File: src/rtl/htfd_pkg.sv
// Shared types, constants and the CRC-8 step for the measurement frame decoder.
// No dependencies; every other file in rtl/ imports this package.

package htfd_pkg;

    // Frame layout: six data bytes, then one check byte
    localparam logic [2:0] FRAME_LEN = 3'd7;
    localparam logic [2:0] DATA_LEN  = 3'd6;

    // CRC-8: polynomial x^8+x^5+x^4+1, MSB first, no final xor
    localparam logic [7:0] CRC_INIT = 8'hFF;
    localparam logic [7:0] CRC_POLY = 8'h31;

    // Scaling: humidity 0.01 %, temperature 0.01 degC with a -50 degC offset
    localparam logic [13:0] HUM_SCALE   = 14'd10000;
    localparam logic [14:0] TEMP_SCALE  = 15'd20000;
    localparam logic [14:0] TEMP_OFFSET = 15'd5000;

    // Frame status codes
    localparam logic [2:0] ST_OK       = 3'd0;
    localparam logic [2:0] ST_CRC_ERR  = 3'd1;
    localparam logic [2:0] ST_NO_BYTES = 3'd2;
    localparam logic [2:0] ST_MISSING  = 3'd3;
    localparam logic [2:0] ST_ALL_ZERO = 3'd4;

    // Finished frame handed from the accumulator to the decoder
    typedef struct packed {
        logic [2:0]  status;
        logic [47:0] frame;
    } frame_snap_t;

    // One byte through the CRC, eight shift steps
    function automatic logic [7:0] crc8_update(input logic [7:0] crc, input logic [7:0] data);
        logic [7:0] c;
        c = crc ^ data;
        for (int i = 0; i < 8; i++) begin
            if (c[7]) c = {c[6:0], 1'b0} ^ CRC_POLY;
            else      c = {c[6:0], 1'b0};
        end
        return c;
    endfunction

endpackage

File: src/rtl/htfd_accum.sv
// Byte accumulator: frame bytes, running CRC, zero flag and byte count.
// On the end of a read it registers a finished frame snapshot. Uses htfd_pkg.

module htfd_accum import htfd_pkg::*;
(
    input  logic        clk,
    input  logic        rst_n,
    input  logic        in_valid,
    output logic        in_ready,
    input  logic [7:0]  rx_byte,
    input  logic        byte_present,
    input  logic        end_of_read,
    input  logic        advance,
    output logic        snap_valid,
    output frame_snap_t snap
);

    logic [2:0]  count_reg, count_next;
    logic [7:0]  crc_reg, crc_next;
    logic        zero_reg, zero_next;
    logic [47:0] frame_reg, frame_next;
    logic [7:0]  chk_reg, chk_next;
    logic        snap_valid_reg, snap_valid_next;
    frame_snap_t snap_reg, snap_next;
    logic        in_fire;

    // Accept while the snapshot slot is free or drains this cycle
    assign in_ready = !snap_valid_reg || advance;
    assign in_fire  = in_valid && in_ready;

    // Merge the incoming byte into the frame state
    always_comb
    begin
        count_next = count_reg;
        crc_next   = crc_reg;
        zero_next  = zero_reg;
        frame_next = frame_reg;
        chk_next   = chk_reg;
        if (byte_present && count_reg != FRAME_LEN)
        begin
            if (count_reg < DATA_LEN)
            begin
                for (int i = 0; i < 6; i++)
                begin
                    if (count_reg == 3'(i)) frame_next[47 - 8*i -: 8] = rx_byte;
                end
                crc_next = crc8_update(crc_reg, rx_byte);
            end
            else
            begin
                chk_next = rx_byte;
            end
            if (rx_byte != 8'd0) zero_next = 1'b0;
            count_next = count_reg + 3'd1;
        end
    end

    // Classify the frame as it stands after this byte
    always_comb
    begin
        snap_next.frame = frame_next;
        priority if (count_next == 3'd0)       snap_next.status = ST_NO_BYTES;
        else if (count_next != FRAME_LEN)      snap_next.status = ST_MISSING;
        else if (zero_next)                    snap_next.status = ST_ALL_ZERO;
        else if (crc_next == chk_next)         snap_next.status = ST_OK;
        else                                   snap_next.status = ST_CRC_ERR;
    end

    // Hold the snapshot until the decoder takes it
    always_comb
    begin
        if (in_fire && end_of_read) snap_valid_next = 1'b1;
        else if (advance)           snap_valid_next = 1'b0;
        else                        snap_valid_next = snap_valid_reg;
    end

    // Frame state: advance on each item, clear at the end of a read
    always_ff @(posedge clk or negedge rst_n)
    begin
        if (!rst_n)
        begin
            count_reg      <= 3'd0;
            crc_reg        <= CRC_INIT;
            zero_reg       <= 1'b1;
            frame_reg      <= 48'd0;
            chk_reg        <= 8'd0;
            snap_valid_reg <= 1'b0;
        end
        else
        begin
            snap_valid_reg <= snap_valid_next;
            if (in_fire)
            begin
                if (end_of_read)
                begin
                    count_reg <= 3'd0;
                    crc_reg   <= CRC_INIT;
                    zero_reg  <= 1'b1;
                    frame_reg <= 48'd0;
                    chk_reg   <= 8'd0;
                end
                else
                begin
                    count_reg <= count_next;
                    crc_reg   <= crc_next;
                    zero_reg  <= zero_next;
                    frame_reg <= frame_next;
                    chk_reg   <= chk_next;
                end
            end
        end
    end

    // Snapshot payload
    always_ff @(posedge clk)
    begin
        if (in_fire && end_of_read) snap_reg <= snap_next;
    end

    assign snap_valid = snap_valid_reg;
    assign snap       = snap_reg;

`ifndef SYNTH
    a_clear_after_end: assert property (@(posedge clk) disable iff (!rst_n)
        (in_fire && end_of_read) |=> (count_reg == 3'd0 && crc_reg == CRC_INIT && zero_reg))
        else $error("frame state not cleared after end of read");
    a_snap_held: assert property (@(posedge clk) disable iff (!rst_n)
        (snap_valid_reg && !advance) |=> (snap_valid_reg && $stable(snap_reg)))
        else $error("pending snapshot lost or changed");
    a_snap_status: assert property (@(posedge clk) disable iff (!rst_n)
        snap_valid_reg |-> (snap_reg.status <= ST_ALL_ZERO))
        else $error("snapshot holds an unknown status code");
`endif

endmodule

File: src/rtl/htfd_decode.sv
// Frame decoder and result register: unpacks status and raw values, scales them.
// Fed by htfd_accum through a frame_snap_t; uses htfd_pkg.

module htfd_decode import htfd_pkg::*;
(
    input  logic               clk,
    input  logic               rst_n,
    input  logic               snap_valid,
    input  frame_snap_t        snap,
    output logic               advance,
    output logic               out_valid,
    input  logic               out_ready,
    output logic [2:0]         frame_status,
    output logic [7:0]         sensor_state_byte,
    output logic [19:0]        humidity_raw,
    output logic [19:0]        temperature_raw,
    output logic [13:0]        humidity_centi,
    output logic signed [14:0] temperature_centi
);

    logic        decoded;
    logic [19:0] hraw, traw;
    logic [33:0] hum_prod;
    logic [34:0] temp_prod;
    logic        out_valid_reg;
    logic [2:0]  status_reg;
    logic [7:0]  state_reg;
    logic [19:0] hraw_reg, traw_reg;
    logic [13:0] hc_reg;
    logic [14:0] tc_reg;

    // Result register is free or being emptied
    assign advance = !out_valid_reg || out_ready;

    // Unpack the frame; non-decoded statuses give zero fields
    assign decoded = (snap.status == ST_OK) || (snap.status == ST_CRC_ERR);
    assign hraw    = {snap.frame[39:32], snap.frame[31:24], snap.frame[23:20]};
    assign traw    = {snap.frame[19:16], snap.frame[15:8], snap.frame[7:0]};

    // Scale by constants, keep the integer part
    assign hum_prod  = 34'(hraw) * 34'(HUM_SCALE);
    assign temp_prod = 35'(traw) * 35'(TEMP_SCALE);

    always_ff @(posedge clk or negedge rst_n)
    begin
        if (!rst_n) out_valid_reg <= 1'b0;
        else if (advance) out_valid_reg <= snap_valid;
    end

    // Result payload
    always_ff @(posedge clk)
    begin
        if (advance && snap_valid)
        begin
            status_reg <= snap.status;
            if (decoded)
            begin
                state_reg <= snap.frame[47:40];
                hraw_reg  <= hraw;
                traw_reg  <= traw;
                hc_reg    <= hum_prod[33:20];
                tc_reg    <= temp_prod[34:20] - TEMP_OFFSET;
            end
            else
            begin
                state_reg <= 8'd0;
                hraw_reg  <= 20'd0;
                traw_reg  <= 20'd0;
                hc_reg    <= 14'd0;
                tc_reg    <= 15'd0;
            end
        end
    end

    assign out_valid         = out_valid_reg;
    assign frame_status      = status_reg;
    assign sensor_state_byte = state_reg;
    assign humidity_raw      = hraw_reg;
    assign temperature_raw   = traw_reg;
    assign humidity_centi    = hc_reg;
    assign temperature_centi = signed'(tc_reg);

`ifndef SYNTH
    a_fail_zero: assert property (@(posedge clk) disable iff (!rst_n)
        (out_valid_reg && status_reg != ST_OK && status_reg != ST_CRC_ERR)
            |-> (hraw_reg == 20'd0 && traw_reg == 20'd0 && tc_reg == 15'd0))
        else $error("undecoded frame carries nonzero fields");
    a_hum_range: assert property (@(posedge clk) disable iff (!rst_n)
        out_valid_reg |-> (hc_reg < HUM_SCALE))
        else $error("humidity out of range");
    a_load: assert property (@(posedge clk) disable iff (!rst_n)
        (advance && snap_valid) |=> out_valid_reg)
        else $error("snapshot taken but no result shown");
`endif

endmodule

File: src/rtl/humidity_temp_frame_decoder_crc8.sv
// Top level of the humidity/temperature frame decoder with CRC-8 check.
// Instantiates htfd_accum and htfd_decode; uses htfd_pkg.
//
//   channel | handshake            | payload
//   --------+----------------------+-------------------------------------------------
//   in      | in_valid / in_ready  | rx_byte, byte_present, end_of_read
//   out     | out_valid / out_ready| frame_status, sensor_state_byte, humidity_raw,
//           |                      | temperature_raw, humidity_centi, temperature_centi
//
// One item per cycle is taken while in_ready is high; the frame closed by an item
// ending a read is held in the accumulator snapshot register, then the result register.
// The snapshot and result registers form a two-deep pipe, so input stalls only
// when both hold results and out_ready is low.
// rst_n clears the frame state (count 0, CRC 0xFF, zero flag set) and both valids.

module humidity_temp_frame_decoder_crc8 import htfd_pkg::*;
(
    input  logic               clk,
    input  logic               rst_n,
    input  logic               in_valid,
    output logic               in_ready,
    input  logic [7:0]         rx_byte,
    input  logic               byte_present,
    input  logic               end_of_read,
    output logic               out_valid,
    input  logic               out_ready,
    output logic [2:0]         frame_status,
    output logic [7:0]         sensor_state_byte,
    output logic [19:0]        humidity_raw,
    output logic [19:0]        temperature_raw,
    output logic [13:0]        humidity_centi,
    output logic signed [14:0] temperature_centi
);

    logic        advance;
    logic        snap_valid;
    frame_snap_t snap;

    // Gather bytes and close frames
    htfd_accum u_accum (
        .clk          (clk),
        .rst_n        (rst_n),
        .in_valid     (in_valid),
        .in_ready     (in_ready),
        .rx_byte      (rx_byte),
        .byte_present (byte_present),
        .end_of_read  (end_of_read),
        .advance      (advance),
        .snap_valid   (snap_valid),
        .snap         (snap)
    );

    // Decode and hold results
    htfd_decode u_decode (
        .clk               (clk),
        .rst_n             (rst_n),
        .snap_valid        (snap_valid),
        .snap              (snap),
        .advance           (advance),
        .out_valid         (out_valid),
        .out_ready         (out_ready),
        .frame_status      (frame_status),
        .sensor_state_byte (sensor_state_byte),
        .humidity_raw      (humidity_raw),
        .temperature_raw   (temperature_raw),
        .humidity_centi    (humidity_centi),
        .temperature_centi (temperature_centi)
    );

endmodule
File: config.mk
export PLATFORM = sky130hd
export DESIGN_NAME = humidity_temp_frame_decoder_crc8
export DESIGN_NICKNAME = d
export VERILOG_FILES = /design/src/rtl/htfd_pkg.sv /design/src/rtl/htfd_accum.sv /design/src/rtl/htfd_decode.sv /design/src/rtl/humidity_temp_frame_decoder_crc8.sv
export SDC_FILE = /design/constraint.sdc
export NUM_CORES = 1
export LEC_CHECK = 0
export BUFFER_PORTS_ARGS = -buffer_cell sky130_fd_sc_hd__buf_2
export CAP_MARGIN = 5
export CORE_MARGIN = 4
export CORE_UTILIZATION = 55
export DETAILED_ROUTE_END_ITERATION = 16
export PLACE_DENSITY = 0.69
export SLEW_MARGIN = 20
export SYNTH_ARGS = -nofsm -noshare
export SYNTH_HDL_FRONTEND = slang
export SYNTH_HIERARCHICAL = 1
export SYNTH_SLANG_ARGS = --single-unit
export TNS_END_PERCENT = 1
File: constraint.sdc
create_clock -name clk -period 6.25 [get_ports clk]
set_clock_uncertainty 0.15 [all_clocks]
set_input_delay 0.625 -clock clk [delete_from_list [all_inputs] [get_ports clk]]
set_output_delay 0.625 -clock clk [all_outputs]
set_load 0.005 [all_outputs]
==> impl_metrics.toml, run 1 <==
[status]
run_status = "finished clean"

[cells_and_area]
syn2layout_area_growth_pct = 10.93
multi_input_area_sq_um = 7941
nFillCells = 2141
n_antenna_cell = 0
fin_nets = 1652
drive_above_1_share_pct = 14.19
largest_reg_flops = 51
seq_area_sq_um = 5697
fin_area_sq_um = 16030
fin_cells = 1730
final_util_pct = 61.70

[grt]
grt_pass1_wl_mm = 50.05
overflow = 0
grt_pass1_vias = 9741
antenna_found_initial = 0
grt_max_degree = 71
grt.total_usage_pct = 21.17

[clock_tree]
htree_levels = 1
cts_root_buffer = "clkbuf_16"
clockBufferDepth = 3
clock-sinks = 201
ctsHoldBuffers = 0
cts_tree = "yes"
clk_pin_slew_ps = 60
cts_made_buffers = 23
clock_latency_ps = 500

[sta]
worst_pin_slew_ps = 1007
finalWorstPathRequiredPeriod_ps = 5949
slew_headroom_pct = 32.79
finalSetupViolations = 0
min_period_over_period_pct = 95.18
hold_viol = 0
slew_viol_final = 0
clock.fmax_mhz = 168.1

[setup_path]
required_ps = 6340
cp_common_cell = "inv_1"
crit_cells = 25
reg2regPathDepth = 25
cp_data_arrival_time_ps = 6040
cp-start-kind = "flip-flop"
crit_buf_inv = 6
max_stage_delay_ps = 530
cp_slowest_cell = "fa_1"
crit_fanout = 5
end_kind = "flip-flop"
path_delay_family = "adder cells"
critical_path_class = "reg -> reg"

[pwr]
pwr-share-clk_pct = 22.3
total_power_mw = 5.972
p_int_mw = 3.705
switchingPower_mw = 2.267
p_sw_share_pct = 37.97
leakagePower_nw = 7.443
seq_power_share_pct = 28.1
power_density_nw_per_um2 = 372.5
ir_drop_v = 0.0003321
pwr-share-comb_pct = 49.6

[logic_synthesis]
yosysSeqAreaShare_pct = 39.42
synth_edf_count = 131
yosys_warnings = 6
synth.ff_latch_count = 201
ys_async_sr_fraction_pct = 34.83
synthesis.nets = 1565
synthCells = 1292
synthFlopType = "edfxtp_1"
yosysUniqueCellTypes = 80
avgSynthCellArea_sq_um = 11.19
netlist_area_sq_um = 14450

[floorplanning]
die_w_um = 170.1
die_h_um = 170.1
core_sq_um = 25980
initial_core_util_pct = 55.61
rows = 59
ios = 96
dieArea_sq_um = 28930

[detailed_routing]
drc = 0
drtPass1Iterations = 5
wl_per_cell_um = 17.13
antenna_left = 0
drt-initial-drc-count = 725
vias_per_cell = 5.564
finalWirelength_mm = 29.63
vias = 9626

[placement]
numPortBuffers = 95
postPlaceCellArea_sq_um = 15260
place_inst = 1689
gp_congestion = 0.8840
hpwl_mm = 21.57

[job]
max_cap_violations = 0

[hold_path]
hp-class = "in -> async"
[cell type report]
cell class	instances	area share, %
Timing Repair Buffer	104	3.387
Inverter	179	4.199
Tap cell	335	2.615
Multi-Input combinational cell	870	49.54
Clock inverter	6	0.3434
Clock buffer	35	4.386
Sequential cell	201	35.53
[worst register-to-register path: cells and delay by family (launching register included)]
family / cells / cell delay, ps
simple gates: 3 / 520
compound gates: 8 / 1590
flops: 1 / 380
buf+inv: 6 / 350
xor+xnor: 1 / 150
fa+ha+maj: 7 / 2550
[cells by family after synthesis]
family                   count (synthesis)  share of synthesized area [%]
multiplexers                            41                          3.152
flip-flops                             201                          39.42
buffers and inverters                  221                          5.792
AND/OR/NAND/NOR                        279                          9.117
adder cells (fa/ha/maj)                259                          27.20
XOR/XNOR                                58                          3.887
AO/OA/AOI/OAI                          233                          11.43
[final timing paths]
path | slack (ps) | to | from
worst min register to register | 310 | u_decode/frame_status[0] | u_accum/snap[48]
min in group clk | 260 | u_decode/out_valid | out_ready
worst max-delay path | 300 | u_decode/temperature_centi[13] | u_accum/snap[5]
max in group asynchronous | 5170 | u_accum/frame_reg[23] | rst_n
worst min-delay path | 170 | u_accum/chk_reg[1] | rst_n
worst max register to register | 300 | u_decode/temperature_centi[13] | u_accum/snap[5]
[metal layers]
layer,wire length [um],global-route usage (%)
met1,14240,31.90
met2,13240,32.87
met3,1680,3.159
met4,468,4.549
met5,0,0
[synth_stat cells (10+ instances only)]
master / count / area share [%]
a21oi_1: 45 / 1.6
edfxtp_1: 131 / 27
nand2b_1: 10 / 0.43
fa_1: 92 / 13
dfrtp_1: 61 / 11
nor3_1: 14 / 0.48
mux2_1: 21 / 1.6
ha_1: 167 / 14
nor2_1: 92 / 2.4
o21ai_1: 35 / 1.2
a22oi_1: 24 / 1.2
clkbuf_1: 33 / 0.86
xnor2_1: 39 / 2.4
xor2_1: 13 / 0.79
inv_1: 177 / 4.6
o21ai_0: 18 / 0.62
mux2_2: 15 / 1.2
nand3_1: 14 / 0.48
and2_1: 24 / 1.0
nand2_1: 90 / 2.3
a22o_1: 34 / 2.1
[placed cells by master, fill, tap and decap left out, types with 4 or more instances in the layout]
cell,n
nand2b_1,10
a22oi_1,24
mux2i_1,5
nand2_1,89
o22a_1,7
clkinv_2,6
nor2b_1,4
clkbuf_1,6
buf_2,95
nor3_1,14
o22ai_1,6
o21a_1,4
buf_4,9
o21ai_1,34
xnor2_1,38
xnor2_2,4
dfrtp_1,61
o21ai_0,18
ha_1,167
inv_1,177
edfxtp_1,131
mux2_2,15
and3_1,6
a21o_1,9
dfstp_2,9
clkbuf_8,4
a21oi_1,45
nand3_1,14
and2_1,23
xor2_1,13
clkbuf_16,25
mux2_1,21
fa_1,92
a22o_1,34
nor2_1,91
[repair_timing]
item                       4_1_cts  5_1_grt
resized for setup                0        3
buffers inserted                 0        0
setup endpoints to repair        0        2
[power groups by stage]
stage	clock network (mW)	logic [mW]	registers, mW
global route	1.44	3.39	1.70
global placement	0	2.86	1.70
CTS	1.37	2.96	1.68
floorplan	0	2.33	1.68
detailed placement	0	2.92	1.70
finish	1.33	2.96	1.68
[stage by stage]
| stage | setup WS (ps) | setup TNS [ps] | hold WS, ps |
|---|---|---|---|
| after floorplan | 673.2 | 0 | 179.4 |
| after global placement | 443.1 | 0 | 300.6 |
| after detailed placement | 297.0 | 0 | 268.0 |
| after CTS | 276.4 | 0 | 211.1 |
| after global routing | -2.486 | -2.486 | 248.2 |
| final | 301.0 | 0 | 169.2 |
(Power assumes the default switching activity.)
==> run 2, diff against run 1 <==
==> constraint.sdc (replaced) <==
create_clock -name clk -period 6.25 [get_ports clk]
set_clock_uncertainty 0.15 [all_clocks]
set_input_delay 1.875 -clock clk [delete_from_list [all_inputs] [get_ports clk]]
set_output_delay 1.875 -clock clk [all_outputs]
set_load 0.005 [all_outputs]
==> impl_metrics.toml, run 2 (synthesis gave the netlist of run 1 again) <==
[clock_tree]
clk_pin_slew_ps = 60
cts_root_buffer = "clkbuf_16"
clock_latency_ps = 520
htree_levels = 1
post-cts-setup-buffers = 0
cts.repair.resized = 0
clock-sinks = 201
cts_made_buffers = 23
cts_tree = "yes"
clockBufferDepth = 3
ctsHoldBuffers = 0

[placement]
gp_congestion = 0.8965
numPortBuffers = 95
place_inst = 1690
place_ws_ps = 297.1
hpwl_mm = 21.77

[cells_and_area]
multi_input_area_sq_um = 7929
mostFrequentLayoutCells = "inv_1 (177), ha_1 (167), edfxtp_1 (131)"
n_antenna_cell = 0
drive_above_1_share_pct = 14.04
final_util_pct = 61.56
seq_area_sq_um = 5697
largest_reg_flops = 51
fin_nets = 1653
nFillCells = 2093
fin_cells = 1731
syn2layout_area_growth_pct = 10.68
layout_commonest_cell = "inv_1"

[detailed_routing]
wl_per_cell_um = 17.17
vias_per_cell = 5.618
finalWirelength_mm = 29.72
vias = 9725
drtPass1Iterations = 5
drt-initial-drc-count = 610
antenna_left = 0
drc = 0

[floorplanning]
rows = 59
dieArea_sq_um = 28930
initial_core_util_pct = 55.61
die_w_um = 170.1
ios = 96
core_sq_um = 25980
die_h_um = 170.1

[sta]
grt_setup_unrepaired = "false"
finalSetupViolations = 0
setup_ws_ps = 309.6
min_period_over_period_pct = 95.05
finalWorstPathRequiredPeriod_ps = 5940
clock.fmax_mhz = 168.3
hold_viol = 0
slew_headroom_pct = 37.91
slew_viol_final = 0
final.setup.tns_ps = 0
worst_pin_slew_ps = 930.3

[grt]
grt_pass1_vias = 9772
grt_max_degree = 52
antenna_found_initial = 0
overflow = 0
grt_pass1_wl_mm = 50.16
grt.total_usage_pct = 21.14

[job]
max_cap_violations = 0

[hold_path]
hp-class = "reg -> reg"

[setup_path]
crit_fanout = 5
required_ps = 6350
cp_data_arrival_time_ps = 6050
critical_path_class = "reg -> reg"
end_kind = "flip-flop"
cp-start-kind = "flip-flop"

[pwr]
leakagePower_nw = 7.418
ir_drop_v = 0.0002675
power_density_nw_per_um2 = 369.4
total_power_mw = 5.909

[status]
run_status = "finished clean"
[run 2: final timing paths]
| check | from | to | slack [ps] | cells after the start |
|---|---|---|---|---|
| worst max-delay path | u_accum/snap[4] | u_decode/temperature_centi[13] | 310 | 25 |
| worst min register to register | u_accum/snap[48] | u_decode/frame_status[0] | 300 | 0 |
| worst max register to register | u_accum/snap[4] | u_decode/temperature_centi[13] | 310 | 25 |
| worst min-delay path | u_accum/snap[48] | u_decode/frame_status[0] | 300 | 0 |
| max in group asynchronous | rst_n | u_accum/crc_reg[4] | 3670 | 2 |
| min in group asynchronous | rst_n | u_accum/chk_reg[6] | 1280 | 1 |
[run 2: critical path, stage by stage (launching register included)]
cell      delay, ps
edfxtp_1        380
inv_1           130
fa_1            550
inv_1            40
ha_1            260
inv_1            40
fa_1            470
inv_1            40
ha_1            260
inv_1            50
fa_1            470
inv_1            40
ha_1            330
o211ai_1        120
a211o_1         300
o21ai_2         270
o21ai_2         130
nor3b_1         170
or2_2           280
ha_1            250
o211ai_4        130
a311oi_4        140
a21o_1          200
a221oi_2        280
xnor2_1         140
nor2_1           50
[run 2: report_power, final]
group	switching [mW]	internal [mW]
logic	1.62	1.31
registers	0.107	1.57
clock network	0.530	0.762
[run 2: area by class of cell]
cell class,count,share of cell area [%]
clock inverter,5,0.1956
sequential,201,35.61
clock buffer,36,4.349
tap,335,2.620
timing repair buffer,105,3.442
multi-input combinational,870,49.57
inverter,179,4.208
[run 2: routing by layer]
| metal | global-route usage, % | share of wire [%] |
|---|---|---|
| met5 | 0 | 0 |
| met4 | 5.069 | 2.0 |
| met3 | 3.159 | 5.6 |
| met2 | 31.95 | 44 |
| met1 | 32.40 | 48 |
[run 2: stage by stage]
step / hold slack (ps) / area [sq um]
2_1_floorplan: 250.3 / 14450
3_3_place_gp: 299.1 / 15260
3_5_place_dp: 268.8 / 15260
4_1_cts: 309.4 / 15990
5_1_grt: 314.4 / 16000
6_report: 299.2 / 16000
